## config.mk

```make
export PLATFORM = sky130hd
export DESIGN_NAME = nfm_ctrl
export DESIGN_NICKNAME = d
export VERILOG_FILES = /design/src/hdl/nfm_pkg.sv /design/src/hdl/nfm_ctrl.sv
export SDC_FILE = /design/constraint.sdc
export NUM_CORES = 1
export LEC_CHECK = 0
export ABC_AREA = 1
export ABC_CLOCK_PERIOD_IN_PS = 1600
export BUFFER_PORTS_ARGS = -buffer_cell sky130_fd_sc_hd__buf_4
export CORE_UTILIZATION = 48
export DETAILED_ROUTE_END_ITERATION = 16
export PLACE_DENSITY = 0.77
export SYNTH_ARGS = -nofsm -noshare
export SYNTH_HDL_FRONTEND = slang
export SYNTH_SLANG_ARGS = --single-unit
```

## constraint.sdc

```tcl
create_clock -name i_clk -period 1.6 [get_ports i_clk]
set_clock_uncertainty 0.15 [all_clocks]
set_input_delay 0.16 -clock i_clk [delete_from_list [all_inputs] [get_ports i_clk]]
set_output_delay 0.16 -clock i_clk [all_outputs]
set_load 0.005 [all_outputs]
```

## src/hdl/nfm_pkg.sv

```systemverilog
// Package for the node field magnitude block: widths, constants and types.
// No dependencies.
`default_nettype none
package nfm_pkg;

    localparam int unsigned PosW  = 32;
    localparam int unsigned SumW  = 48;
    localparam int unsigned OutW  = 40;
    localparam int unsigned DiffW = 33;
    localparam int unsigned D2W   = 68;
    localparam int unsigned NumW  = 90;
    localparam int unsigned SqW   = 97;
    localparam int unsigned RootW = 49;

    localparam logic [SumW-1:0] SumMax = {1'b0, {(SumW-1){1'b1}}};
    localparam logic [SumW-1:0] SumMin = {1'b1, {(SumW-1){1'b0}}};
    localparam logic [SumW:0]   TermCap = {1'b1, {SumW{1'b0}}};

    localparam logic OpCentre    = 1'b0;
    localparam logic OpNeighbour = 1'b1;

    typedef enum logic [3:0] {
        ST_IDLE,
        ST_DIFF,
        ST_SQ,
        ST_D2,
        ST_NUM,
        ST_DIV,
        ST_ACC,
        ST_SSQ,
        ST_SQRT,
        ST_OUT
    } t_state;

    typedef struct packed {
        logic load_centre;
        logic diff;
        logic sq_step;
        logic d2_sum;
        logic num;
        logic div_start;
        logic acc;
        logic ssq_step;
        logic sqrt_start;
        logic out_load;
        logic out_zero;
        logic [1:0] axis;
        logic [1:0] part;
    } t_cmd;

    typedef struct packed {
        logic zero_dist;
        logic div_busy;
        logic sqrt_busy;
    } t_status;

endpackage
`default_nettype wire

```

## src/hdl/nfm_ctrl.sv

```systemverilog
// Controller state machine that sequences the datapath for one item.
// Depends on nfm_pkg.
`default_nettype none
module nfm_ctrl import nfm_pkg::*; (
    input  wire logic    i_clk,
    input  wire logic    i_rst_n,
    input  wire logic    i_in_valid,
    input  wire logic    i_opcode,
    input  wire logic    i_is_last,
    input  wire logic    i_out_free,
    input  wire t_status i_status,
    output logic         o_in_ready,
    output t_cmd         o_cmd
);

    t_state     r_state, n_state;
    logic [1:0] r_axis, n_axis;
    logic [1:0] r_part, n_part;
    logic       r_last, n_last;

    // State register.
    always_ff @(posedge i_clk) begin
        if (!i_rst_n) begin
            r_state <= ST_IDLE;
            r_axis  <= '0;
            r_part  <= '0;
            r_last  <= 1'b0;
        end else begin
            r_state <= n_state;
            r_axis  <= n_axis;
            r_part  <= n_part;
            r_last  <= n_last;
        end
    end

    // Next state and commands.
    always_comb begin
        n_state    = r_state;
        n_axis     = r_axis;
        n_part     = r_part;
        n_last     = r_last;
        o_cmd      = '0;
        o_cmd.axis = r_axis;
        o_cmd.part = r_part;
        o_in_ready = 1'b0;
        unique case (r_state)
            ST_IDLE: begin
                o_in_ready = i_out_free;
                if (i_in_valid && i_out_free) begin
                    n_last = i_is_last;
                    n_axis = '0;
                    if (i_opcode == OpCentre) begin
                        o_cmd.load_centre = 1'b1;
                        o_cmd.out_zero    = i_is_last;
                    end else begin
                        o_cmd.diff = 1'b1;
                        n_state    = ST_DIFF;
                    end
                end
            end
            ST_DIFF: begin
                o_cmd.sq_step = 1'b1;
                if (r_axis == 2'd2) begin
                    n_axis  = '0;
                    n_state = ST_D2;
                end else begin
                    n_axis = r_axis + 2'd1;
                end
            end
            ST_D2: begin
                o_cmd.d2_sum = 1'b1;
                n_state      = ST_SQ;
            end
            ST_SQ: begin
                if (i_status.zero_dist) begin
                    n_state = r_last ? ST_SSQ : ST_IDLE;
                end else begin
                    n_state = ST_NUM;
                end
            end
            ST_NUM: begin
                o_cmd.num = 1'b1;
                n_state   = ST_DIV;
            end
            ST_DIV: begin
                o_cmd.div_start = 1'b1;
                n_state         = ST_ACC;
            end
            ST_ACC: begin
                if (!i_status.div_busy) begin
                    o_cmd.acc = 1'b1;
                    if (r_axis == 2'd2) begin
                        n_axis  = '0;
                        n_state = r_last ? ST_SSQ : ST_IDLE;
                    end else begin
                        n_axis  = r_axis + 2'd1;
                        n_state = ST_NUM;
                    end
                end
            end
            // Three partial products per axis for the sum of squares.
            ST_SSQ: begin
                o_cmd.ssq_step = 1'b1;
                if (r_part == 2'd2) begin
                    n_part = '0;
                    if (r_axis == 2'd2) begin
                        n_axis  = '0;
                        n_state = ST_SQRT;
                    end else begin
                        n_axis = r_axis + 2'd1;
                    end
                end else begin
                    n_part = r_part + 2'd1;
                end
            end
            ST_SQRT: begin
                o_cmd.sqrt_start = 1'b1;
                n_state          = ST_OUT;
            end
            ST_OUT: begin
                if (!i_status.sqrt_busy) begin
                    o_cmd.out_load = 1'b1;
                    n_state        = ST_IDLE;
                end
            end
            default: n_state = ST_IDLE;
        endcase
    end

endmodule
`default_nettype wire

```

==> results.md, run 1 <==
Synth
- 0% — mux contribution to synthesized area
- 0 — EDFF count, synth
- 5.41 um2 — synthesized area per cell
- 0% — xor and xnor fraction of the mapped netlist area
- 0 — number of warnings issued by yosys
- 0% — fraction of registers with async set/reset
- nand2_1, nor2_1, nand3_1 — commonest cells in the synthesized netlist
- nand2_1 — most frequent cell after synthesis
- 138 — Synth Instances
- simple AND/OR/NAND/NOR gates — largest family of logic cells by synthesized area
- dfxtp_1, nand2_1, nor2_1 — largest cells by area after synthesis
- 24.1% — post-synth top area share
- 60.8% — Simple-Gate Fraction of Synth Area
- 15 — number of distinct library cells after synthesis
- 147 — Post-Syn Nets
- 9 — total of flip-flops plus latches after synthesis
- dfxtp_1 — library cell with the largest summed area after synthesis
- 747 um2 — synthesized area
- dfxtp_1 — Primary FF master, synth
- 24.1% — sequential fraction of the synthesis area
- 6.03% — complex-gate fraction of the synthesized area
- 0% — arithmetic-cell share of the synthesized area counting full adders, half adders and majority gates

Global route
- 29.3% — GRT Total Usage
- 7 — largest net degree at the start of global routing
- 3930 um — global-route wire length before repair
- 0 — number of antenna violations at the first check in global routing
- 0 — total global routing overflow
- 931 — vias in the first global route

Drt
- 4 — Pre-Repair DR Iteration Count
- 0 — count of unresolved DRC violations after routing
- 84 — number of violations reported at the end of detailed-routing iteration 0
- 14.5 um — WL/cell
- 1125 — via count
- 2850 um — Total Wirelength
- 5.74 — drt via density
- 0 — post-route antenna net violation count

Clock tree
- 1 — H-Tree Level Count
- 3 — number of buffers added by the clock tree synthesis step
- clkbuf_4 — CTS root buffer
- built — clock tree from TritonCTS
- 0.27 ns — clock latency reported for the late side of the worst-skew pair
- 9 — clock sink total
- 2 — number of buffers on the longest clock path
- 0.06 ns — clock-pin slew reported for the worst setup and hold paths after clock tree synthesis

Power and ir drop
- 0.925 mV — Max VDD drop
- 1.82 mW — total power
- 0.647 nW — leakage power summed over all cells
- 1530 nW/um2 — Pwr Density

Setup path
- 5 — Crit path depth
- 4 — Critical Path Fanout Max
- output pin — Setup crit end kind
- reg2out — classification of the worst setup path
- 0.37 ns — largest stage delay on the critical path
- register — type of origin of the critical path
- inv_1, nand2_1, nor2_1, buf_4, buf_4 — worst-path cell chain
- r_state[3] — timing startpoint of the critical path
- 7 — FF-to-FF path depth
- 1.35 ns — arrival time at the worst endpoint
- o_cmd[7] — CP endpoint
- r_state[1] — Reg-to-Reg Start
- flip-flops — cell type group with the largest total delay on the critical path
- -0.01 ns — setup slack, reg-to-reg
- r_state[2] — capture instance of the worst register-to-register path
- buf_4 — cell with the most instances on the worst path
- 3 — critical path buffer and inverter count
- 1.29 ns — Required @ worst endpoint
- dfxtp_4 — crit path max-delay cell type

STA
- 5 — Finish-stage setup viols
- 1.66 ns — Min Clock Period, post-route
- 104% — final critical-path share of the clock period
- true — RSZ-0062 raised after global routing
- -0.0644 ns — Final WS setup
- 0 — pins over their slew limit
- 85.1% — relative max-transition margin
- 0.222 ns — transition time at the pin with the least slew margin
- 601 MHz — achievable clock frequency
- 0 — Final Hold Fails

Placement
- 0.901 — final weighted congestion in routability-driven placement
- 983 um2 — cell area after placement
- 24 — Buffers on Ports
- 1690 um — post-detail-place hpwl

Layout
- 39.8% — fraction of layout instances using a drive strength above 1
- 574 um2 — combined area of the multi-input logic cells
- 82 — number of fill cells in the layout
- 191 — # nets final
- 87.2% — share of the core filled with cells
- 195 um2 — register area
- 0 — Ant. Diodes
- 59.5% — area growth from synthesis to final layout
- 1190 um2 — Layout Cell Area excl Fill

Worst hold path
- in2reg — Min-Delay Path Class

Floorplan
- 41.5 um — die width
- 25 — number of top-level pins
- 54.7% — starting utilization of the core area
- 1720 um2 — full die area
- 1370 um2 — placeable core region
- 41.5 um — die span in y
- 13 — total number of placement rows

Status
- negative setup slack — violated checks
- finished with violations — status

Flow run
- 0 — number of maximum-capacitance constraint violations

-- worst min-delay path by stage --
stage | from | end | cells past startpoint
after detailed placement | i_rst_n | r_state[3] | 3
after global placement | i_rst_n | r_axis[1] | 3
after global routing | i_in_valid | r_last | 4
after CTS | i_is_last | r_last | 3
after floorplan | i_rst_n | r_axis[0] | 2
final | i_in_valid | r_last | 4
-- cell type report --
class                           count  area share, %
Tap cell                           15           1.58
Multi-Input combinational cell    111           48.2
Sequential cell                     9           16.4
Timing Repair Buffer               39           25.7
Clock buffer                        4           2.21
Inverter                           18           5.88
-- tightest hold or removal path, cell delays in order --
cell and delay (ns):
buf_4 0.10, nand2_2 0.07, nand2_1 0.06, a21oi_1 0.05
-- report_power, final --
group          leakage (nW)  switching, mW  total, mW  internal, mW
sequential           0.0764         0.0875      0.384         0.297
combinational         0.556          0.719       1.25         0.532
clock                0.0150         0.0863      0.183        0.0965
-- cell usage in the layout, fill, tap and decap left out, types with 2 or more instances in the layout --
cell type | netlist | final
a21oi_1 | 4 | 4
nor2_4 | 4 | 9
buf_4 | 0 | 35
nand2_2 | 1 | 6
nor2_2 | 1 | 4
nand2_1 | 40 | 34
nand3_2 | 1 | 3
dfxtp_1 | 9 | 5
buf_6 | 0 | 3
dfxtp_4 | 0 | 4
inv_2 | 2 | 3
clkbuf_4 | 0 | 3
nor2_1 | 37 | 29
nand3_1 | 17 | 15
inv_1 | 16 | 14
a211oi_1 | 2 | 2
o21ai_0 | 2 | 2
-- layer usage --
| layer | wire (um) | vias to the layer above | global-route usage, % | share of wire (%) |
|---|---|---|---|---|
| met5 | 0 | - | 0 | 0 |
| met2 | 1450 | 92 | 51.2 | 51 |
| met3 | 300 | 22 | 9.13 | 11 |
| li1 | - | 519 | - | - |
| met4 | 129 | 0 | 10.3 | 4.5 |
| met1 | 964 | 492 | 33.2 | 34 |
-- logic make-up after synthesis --
kind of cell | count (synthesis)
buffers and inverters | 18
AND/OR/NAND/NOR | 103
AO/OA/AOI/OAI | 8
flip-flops | 9
-- flip-flops by register name (all words and copies together) (netlist names) --
signal / count
r_state: 4
r_part: 2
r_axis: 2
r_last: 1
-- metrics by stage --
stage	setup TNS, ns	hold slack (ns)	setup WS [ns]	cells
after floorplan	0	0.130	0.173	138
after global placement	0	0.281	0.0636	182
after detailed placement	0	0.287	0.0340	182
after CTS	0	0.0502	0.00333	192
after global routing	-0.675	0.0763	-0.0946	196
final	-0.107	0.0716	-0.0644	196
-- repair_timing --
item | in CTS | in global routing
setup buffers | 5 | 5
resized for setup | 12 | 24
endpoints found under the setup margin | 10 | 13
hold buffers | 1 | 0
pin swaps | 5 | 9
hold endpoints to repair | 1 | 0
No activity file was read; power rests on OpenSTA's default activity.
==> inputs of run 2 (changes only) <==
--- a/config.mk
+++ b/config.mk
@@ -8,7 +8,9 @@
 export ABC_AREA = 1
 export ABC_CLOCK_PERIOD_IN_PS = 1600
 export BUFFER_PORTS_ARGS = -buffer_cell sky130_fd_sc_hd__buf_4
+export CAP_MARGIN = 10
 export CORE_UTILIZATION = 48
+export CTS_BUF_LIST = sky130_fd_sc_hd__clkbuf_16
 export DETAILED_ROUTE_END_ITERATION = 16
 export PLACE_DENSITY = 0.77
 export SYNTH_ARGS = -nofsm -noshare
==> run 2 against run 1 <==
Compared with the run above: the flow still finishes with violations (negative setup slack); clock power grew 140%; critical path depth grew 3; sequential power grew 3%; die area is the same; sequential share of layout area shrank 0.48 points; total power grew 17%; worst setup slack lost 0.024 ns; cell count shrank 1.5%; global-route usage is essentially flat; fmax shrank 1.4%; register-to-register slack lost 0.08 ns; critical path type is now reg2reg; largest cell class unchanged.
==> results.md, run 2 (same netlist as run 1, synthesis figures left out) <==
Setup path
- 1 — critical path buffer and inverter count, -2
- 6 — Critical Path Fanout Max, +2
- 1.66 ns — arrival time at the worst endpoint, +0.31 ns
- reg2reg — classification of the worst setup path
- 8 — FF-to-FF path depth, +1
- -0.09 ns — setup slack, reg-to-reg, -0.08 ns
- nand2_1, inv_2, nand3_1, nand2_1, nor2_2, nand3_1, nand2_1, nor2_1 — worst-path cell chain
- 1.57 ns — Required @ worst endpoint, +0.28 ns
- dfxtp_4 — crit path max-delay cell type
- r_state[1] — timing startpoint of the critical path
- 8 — Crit path depth, +3
- r_state[1] — Reg-to-Reg Start
- nand2_1 — cell with the most instances on the worst path
- r_state[2] — capture instance of the worst register-to-register path
- 0.37 ns — largest stage delay on the critical path, about the same
- register — Setup crit end kind
- r_state[2] — CP endpoint
- simple AND/OR/NAND/NOR gates — cell type group with the largest total delay on the critical path
- register — type of origin of the critical path

Clock tree
- 0 — number of buffers inserted by hold repair at cts, -1
- 0.04 ns — clock-pin slew reported for the worst setup and hold paths after clock tree synthesis, -0.02 ns
- clkbuf_16 — CTS root buffer
- 0.24 ns — clock latency reported for the late side of the worst-skew pair, -0.03 ns
- 1 — H-Tree Level Count, unchanged
- 9 — clock sink total, unchanged
- built — clock tree from TritonCTS
- 3 — number of buffers added by the clock tree synthesis step, unchanged
- 2 — number of buffers on the longest clock path, unchanged

Drt
- 17.1 um — WL/cell, +17%
- 1146 — via count, +1.9%
- 0 — post-route antenna net violation count, unchanged
- 9 — Pre-Repair DR Iteration Count, +5
- 3290 um — Total Wirelength, +16%
- 5.94 — drt via density, +3.5%
- 88 — number of violations reported at the end of detailed-routing iteration 0, +4.8%
- 0 — count of unresolved DRC violations after routing, unchanged

STA
- 1.69 ns — Min Clock Period, post-route, +0.0239 ns
- 0 — pins over their slew limit, unchanged
- 83.3% — relative max-transition margin, -1.8 points
- 6 — Finish-stage setup viols, +1
- -0.0883 ns — Final WS setup, -0.0239 ns
- 0.250 ns — transition time at the pin with the least slew margin, +0.0281 ns
- 592 MHz — achievable clock frequency, -1.4%
- true — RSZ-0062 raised after global routing
- 0 — Final Hold Fails, unchanged
- 106% — final critical-path share of the clock period, +1.5 points

Power and ir drop
- 18.6% — sequential group share of total power, -2.5 points
- 0.665 nW — leakage power summed over all cells, +2.8%
- 21.1% — part of the total power dissipated in the clock network, +11 points
- 2.12 mW — total power, +17%
- 1730 nW/um2 — Pwr Density, +13%
- 46.4% — net switching share of the total power, -2.7 points
- 1.14 mW — internal power of the cells, +23%
- 0.984 mW — switching pwr, +10%
- 60.3% — fraction of power consumed by combinational cells, -8.5 points
- 1.45 mV — Max VDD drop, +56%

Global route
- met2 — GRT Max-Usage Layer
- 0 — number of antenna violations at the first check in global routing, unchanged
- 0 — total global routing overflow, unchanged
- 951 — vias in the first global route, +2.1%
- 50.3% — global routing met2 resource utilization, -0.94 points
- 29.4% — GRT Total Usage, about the same
- 3880 um — global-route wire length before repair, -1.1%
- 31.5% — M1 GR Usage, -1.8 points
- 8.26% — met3 layer usage reported by global route, -0.87 points
- 8 — largest net degree at the start of global routing, +1

Layout
- nand2_1 — most common cell after layout, fill and taps aside
- 188 — # nets final, -1.6%
- nand2_1, buf_4, nor2_1 — highest-count cells in the layout ignoring fill and taps
- 577 um2 — combined area of the multi-input logic cells, +0.44%
- 64.3% — area growth from synthesis to final layout
- r_state — Biggest register
- 38.2% — fraction of layout instances using a drive strength above 1, -1.6 points
- 195 um2 — register area, unchanged
- 193 — final non-filler cell total, -1.5%
- 68 — number of fill cells in the layout, -17%
- 4 — max FFs per register, unchanged
- r_state (4), r_axis (2), r_part (2) — Largest regs
- 0 — Ant. Diodes, unchanged

Placement
- 24 — Buffers on Ports, unchanged
- 1690 um — post-detail-place hpwl, unchanged
- 0.901 — final weighted congestion in routability-driven placement, unchanged
- 182 — total instance count after detailed placement, unchanged

Floorplan
- 54.7% — starting utilization of the core area, unchanged
- 1370 um2 — placeable core region, unchanged
- 13 — total number of placement rows, unchanged
- 41.5 um — die width, unchanged
- 1720 um2 — full die area, unchanged
- 41.5 um — die span in y, unchanged
- 25 — number of top-level pins, unchanged

Worst hold path
- in2reg — Min-Delay Path Class
- i_rst_n — source of the worst hold timing path

Status
- negative setup slack — violated checks
- finished with violations — status

Flow run
- 0 — number of maximum-capacitance constraint violations, unchanged

-- run 2: cell count changes in the layout (fill, tap and decap cells not counted), moves of 2 or more --
cell       previous run  this run
nand2_2               6         3
nand2_1              34        36
buf_4                35        32
inv_1                14        16
inv_2                 3         1
clkbuf_16             0         3
clkbuf_4              3         0
-- run 2: worst min path at each step --
| stage | to | slack, ns | cells past startpoint |
|---|---|---|---|
| 6_report | r_state[3] | 0.04 | 3 |
| 2_1_floorplan | r_axis[0] | 0.13 | 2 |
| 5_1_grt | r_state[3] | 0.06 | 3 |
| 3_5_place_dp | r_state[3] | 0.29 | 3 |
| 3_3_place_gp | r_axis[1] | 0.28 | 3 |
| 4_1_cts | r_state[3] | 0.04 | 3 |
-- run 2: through the flow --
stage / utilization, % / instance area, um2 / hold WS (ns) / TNS [ns] / worst slack, ns
floorplan: - / 747 / 0.130 / 0 / 0.173
global placement: 72.0 / 983 / 0.281 / 0 / 0.0636
detailed placement: 72.0 / 983 / 0.287 / 0 / 0.0340
CTS: 79.9 / 1090 / 0.0369 / 0 / 0.00813
global route: 89.8 / 1230 / 0.0619 / -0.916 / -0.170
finish: 89.8 / 1230 / 0.0362 / -0.326 / -0.0883
-- run 2: cell type report --
cell class,count,area share (%)
inverters,18,5.91
clock buffers,3,6.12
flip-flops and latches,9,15.9
multi-input cells,111,47.0
repair buffers,36,23.2
clock inverters,1,0.306
well taps,15,1.53
-- run 2: power groups by stage --
stage,registers [mW],logic [mW],clock network [mW]
after floorplan,0.349,0.631,0
after global placement,0.353,0.897,0
after detailed placement,0.356,0.915,0
after CTS,0.376,0.966,0.442
after global routing,0.400,1.38,0.458
final,0.394,1.28,0.448
-- run 2: what timing repair did --
| item | in CTS | in global routing |
|---|---|---|
| gates cloned | 0 | 0 |
| setup buffers | 1 | 6 |
| endpoints found under the setup margin | 9 | 11 |
| pin swaps | 1 | 9 |
| gates resized for setup | 9 | 28 |
-- run 2: worst min-delay path: stages --
cell and delay, ns:
buf_4 0.14, nand2_1 0.06, nor2_1 0.03
-- run 2: layer usage --
layer	wire length (um)	up-vias
met2	1640	103
met4	219	0
met5	0	-
met3	325	28
li1	-	512
met1	1100	503
==> inputs of run 3 (changes only) <==
--- a/config.mk
+++ b/config.mk
@@ -13,6 +13,7 @@
 export CTS_BUF_LIST = sky130_fd_sc_hd__clkbuf_16
 export DETAILED_ROUTE_END_ITERATION = 16
 export PLACE_DENSITY = 0.77
+export SKIP_LAST_GASP = 1
 export SYNTH_ARGS = -nofsm -noshare
 export SYNTH_HDL_FRONTEND = slang
 export SYNTH_SLANG_ARGS = --single-unit
==> run 3 against run 2 <==
Compared with the run above: the run still ends with negative setup slack left; flip-flop and latch count did not move; sequential power hardly changed; first-iteration DRC count fell by 13%; combinational power barely moved; sequential share of layout area down 0.11 points; register-to-register slack about the same; worst setup slack got worse by 0.011 ns; total power decreased by 0.46%; hold slack got worse by 0.0011 ns; critical path type unchanged; largest cell class unchanged.
==> results.md, run 3 (same netlist as run 1, synthesis figures left out) <==
Global route
- 0 — total global routing overflow, unchanged
- 29.4% — GRT Total Usage, unchanged
- 0 — number of antenna violations at the first check in global routing, unchanged
- 951 — vias in the first global route, unchanged
- 3880 um — global-route wire length before repair, unchanged
- 8 — largest net degree at the start of global routing, unchanged

Power and ir drop
- 18.6% — sequential group share of total power, about the same
- 21.0% — part of the total power dissipated in the clock network, about the same
- 60.4% — fraction of power consumed by combinational cells, about the same
- 0.665 nW — leakage power summed over all cells, about the same
- 46.3% — net switching share of the total power, -0.089 points
- 2.11 mW — total power, -0.46%
- 1.13 mW — internal power of the cells, -0.30%
- 0.977 mW — switching pwr, -0.66%
- 1730 nW/um2 — Pwr Density, +0.15%
- 1.46 mV — Max VDD drop, +0.55%

Setup path
- register — type of origin of the critical path
- 5 — Critical Path Fanout Max, -1
- 1.70 ns — arrival time at the worst endpoint, +0.04 ns
- register — Setup crit end kind
- 1.60 ns — Required @ worst endpoint, +0.03 ns
- reg2reg — classification of the worst setup path

Worst hold path
- in2reg — Min-Delay Path Class

Placement
- 0.901 — final weighted congestion in routability-driven placement, unchanged
- 182 — total instance count after detailed placement, unchanged
- 1690 um — post-detail-place hpwl, unchanged
- 24 — Buffers on Ports, unchanged

Drt
- 5.70 — drt via density, -3.9%
- 1640 um — total length of routed met2 wires, unchanged
- 1100 um — length of routed wiring on met1, -0.36%
- 1101 — via count, -3.9%
- 0 — post-route antenna net violation count, unchanged
- 5 — Pre-Repair DR Iteration Count, -4
- 272 um — met3 wirelength from detailed routing, -16%
- 16.6 um — WL/cell, -2.6%
- met4 — uppermost layer routed
- 3210 um — Total Wirelength, -2.6%
- 0 — count of unresolved DRC violations after routing, unchanged
- 77 — number of violations reported at the end of detailed-routing iteration 0, -13%

Layout
- 0 — Ant. Diodes, unchanged
- r_state — Biggest register
- nand2_1 — most common cell after layout, fill and taps aside
- 188 — # nets final, unchanged
- nand2_1, buf_4, nor2_1 — highest-count cells in the layout ignoring fill and taps
- 193 — final non-filler cell total, unchanged
- 63.3% — area growth from synthesis to final layout
- 38.2% — fraction of layout instances using a drive strength above 1, unchanged
- 4 — max FFs per register, unchanged
- r_state (4), r_axis (2), r_part (2) — Largest regs

STA
- 6 — Finish-stage setup viols, unchanged
- true — RSZ-0062 raised after global routing
- 0 — Final Hold Fails, unchanged
- 106% — final critical-path share of the clock period, +0.67 points
- -0.303 ns — setup tns final, +0.0229 ns
- 0 — pins over their slew limit, unchanged
- 82.8% — relative max-transition margin, -0.51 points
- -0.0991 ns — Final WS setup, -0.0108 ns
- 0.258 ns — transition time at the pin with the least slew margin, +0.00764 ns
- 1.70 ns — Min Clock Period, post-route, +0.0108 ns
- 589 MHz — achievable clock frequency, -0.64%

Status
- finished with violations — status
- negative setup slack — violated checks

Clock tree
- 9 — clock sink total, unchanged
- 3 — number of buffers added by the clock tree synthesis step, unchanged
- 0.24 ns — clock latency reported for the late side of the worst-skew pair, about the same
- 0.04 ns — clock-pin slew reported for the worst setup and hold paths after clock tree synthesis, about the same
- 0 — number of buffers inserted by hold repair at cts, unchanged
- 2 — number of buffers on the longest clock path, unchanged
- built — clock tree from TritonCTS
- 1 — H-Tree Level Count, unchanged
- clkbuf_16 — CTS root buffer

Floorplan
- 25 — number of top-level pins, unchanged
- 1370 um2 — placeable core region, unchanged
- 41.5 um — die width, unchanged
- 54.7% — starting utilization of the core area, unchanged
- 13 — total number of placement rows, unchanged
- 1720 um2 — full die area, unchanged
- 41.5 um — die span in y, unchanged

Flow run
- 0 — number of maximum-capacitance constraint violations, unchanged

[run 3: cell counts in the layout (fill, tap and decap cells not counted)]
Identical to the previous run, type by type.
[run 3: final cells by class]
type	count	area, um2
multi-input cells	111	572
repair buffers	36	285
flip-flops and latches	9	193
fillers	71	146
clock buffers	3	75.1
inverters	18	72.6
well taps	15	18.8
clock inverters	1	3.75
[run 3: stage by stage]
step                      hold WS (ns)  setup slack, ns  cell area [um2]  utilization, %
after floorplan                  0.130            0.173              747               -
after global placement           0.281           0.0636              983            72.0
after detailed placement         0.287           0.0340              983            72.0
after CTS                       0.0369          0.00813             1090            79.9
after global routing            0.0541           -0.138             1220            89.3
final                           0.0351          -0.0991             1220            89.3
[run 3: critical path, stage by stage (launching register included)]
cell and delay, ns:
dfxtp_1 0.33, inv_1 0.10, nand2_1 0.15, o21ai_0 0.27
nand3_1 0.14, nor2_1 0.22, nor2_2 0.10, nor2_1 0.15
[run 3: path summary, 6_finish.rpt]
kind	from	end	slack, ns	cells past startpoint
hold / removal	i_rst_n	r_state[3]	0.04	3
setup / recovery	r_axis[0]	r_state[2]	-0.1	7
hold reg to reg	r_axis[0]	r_axis[0]	0.41	2
setup reg to reg	r_axis[0]	r_state[2]	-0.1	7
[run 3: power groups by stage]
stage	clock network, mW	logic (mW)	registers, mW
2_1_floorplan	0	0.631	0.349
3_3_place_gp	0	0.897	0.353
3_5_place_dp	0	0.915	0.356
4_1_cts	0.442	0.966	0.376
5_1_grt	0.459	1.36	0.401
6_report	0.444	1.28	0.392
[run 3: per-layer routing]
layer,up-vias,GRT usage [%]
li1,509,-
met1,483,31.5
met2,84,50.3
met3,25,8.26
met4,0,18.1
met5,-,0
[run 3: what timing repair did]
action / CTS / global route
buffers inserted: 1 / 6
setup endpoints to repair: 9 / 11
pin swaps: 1 / 9
endpoints found under the hold margin: 0 / 0
gates resized for setup: 9 / 26
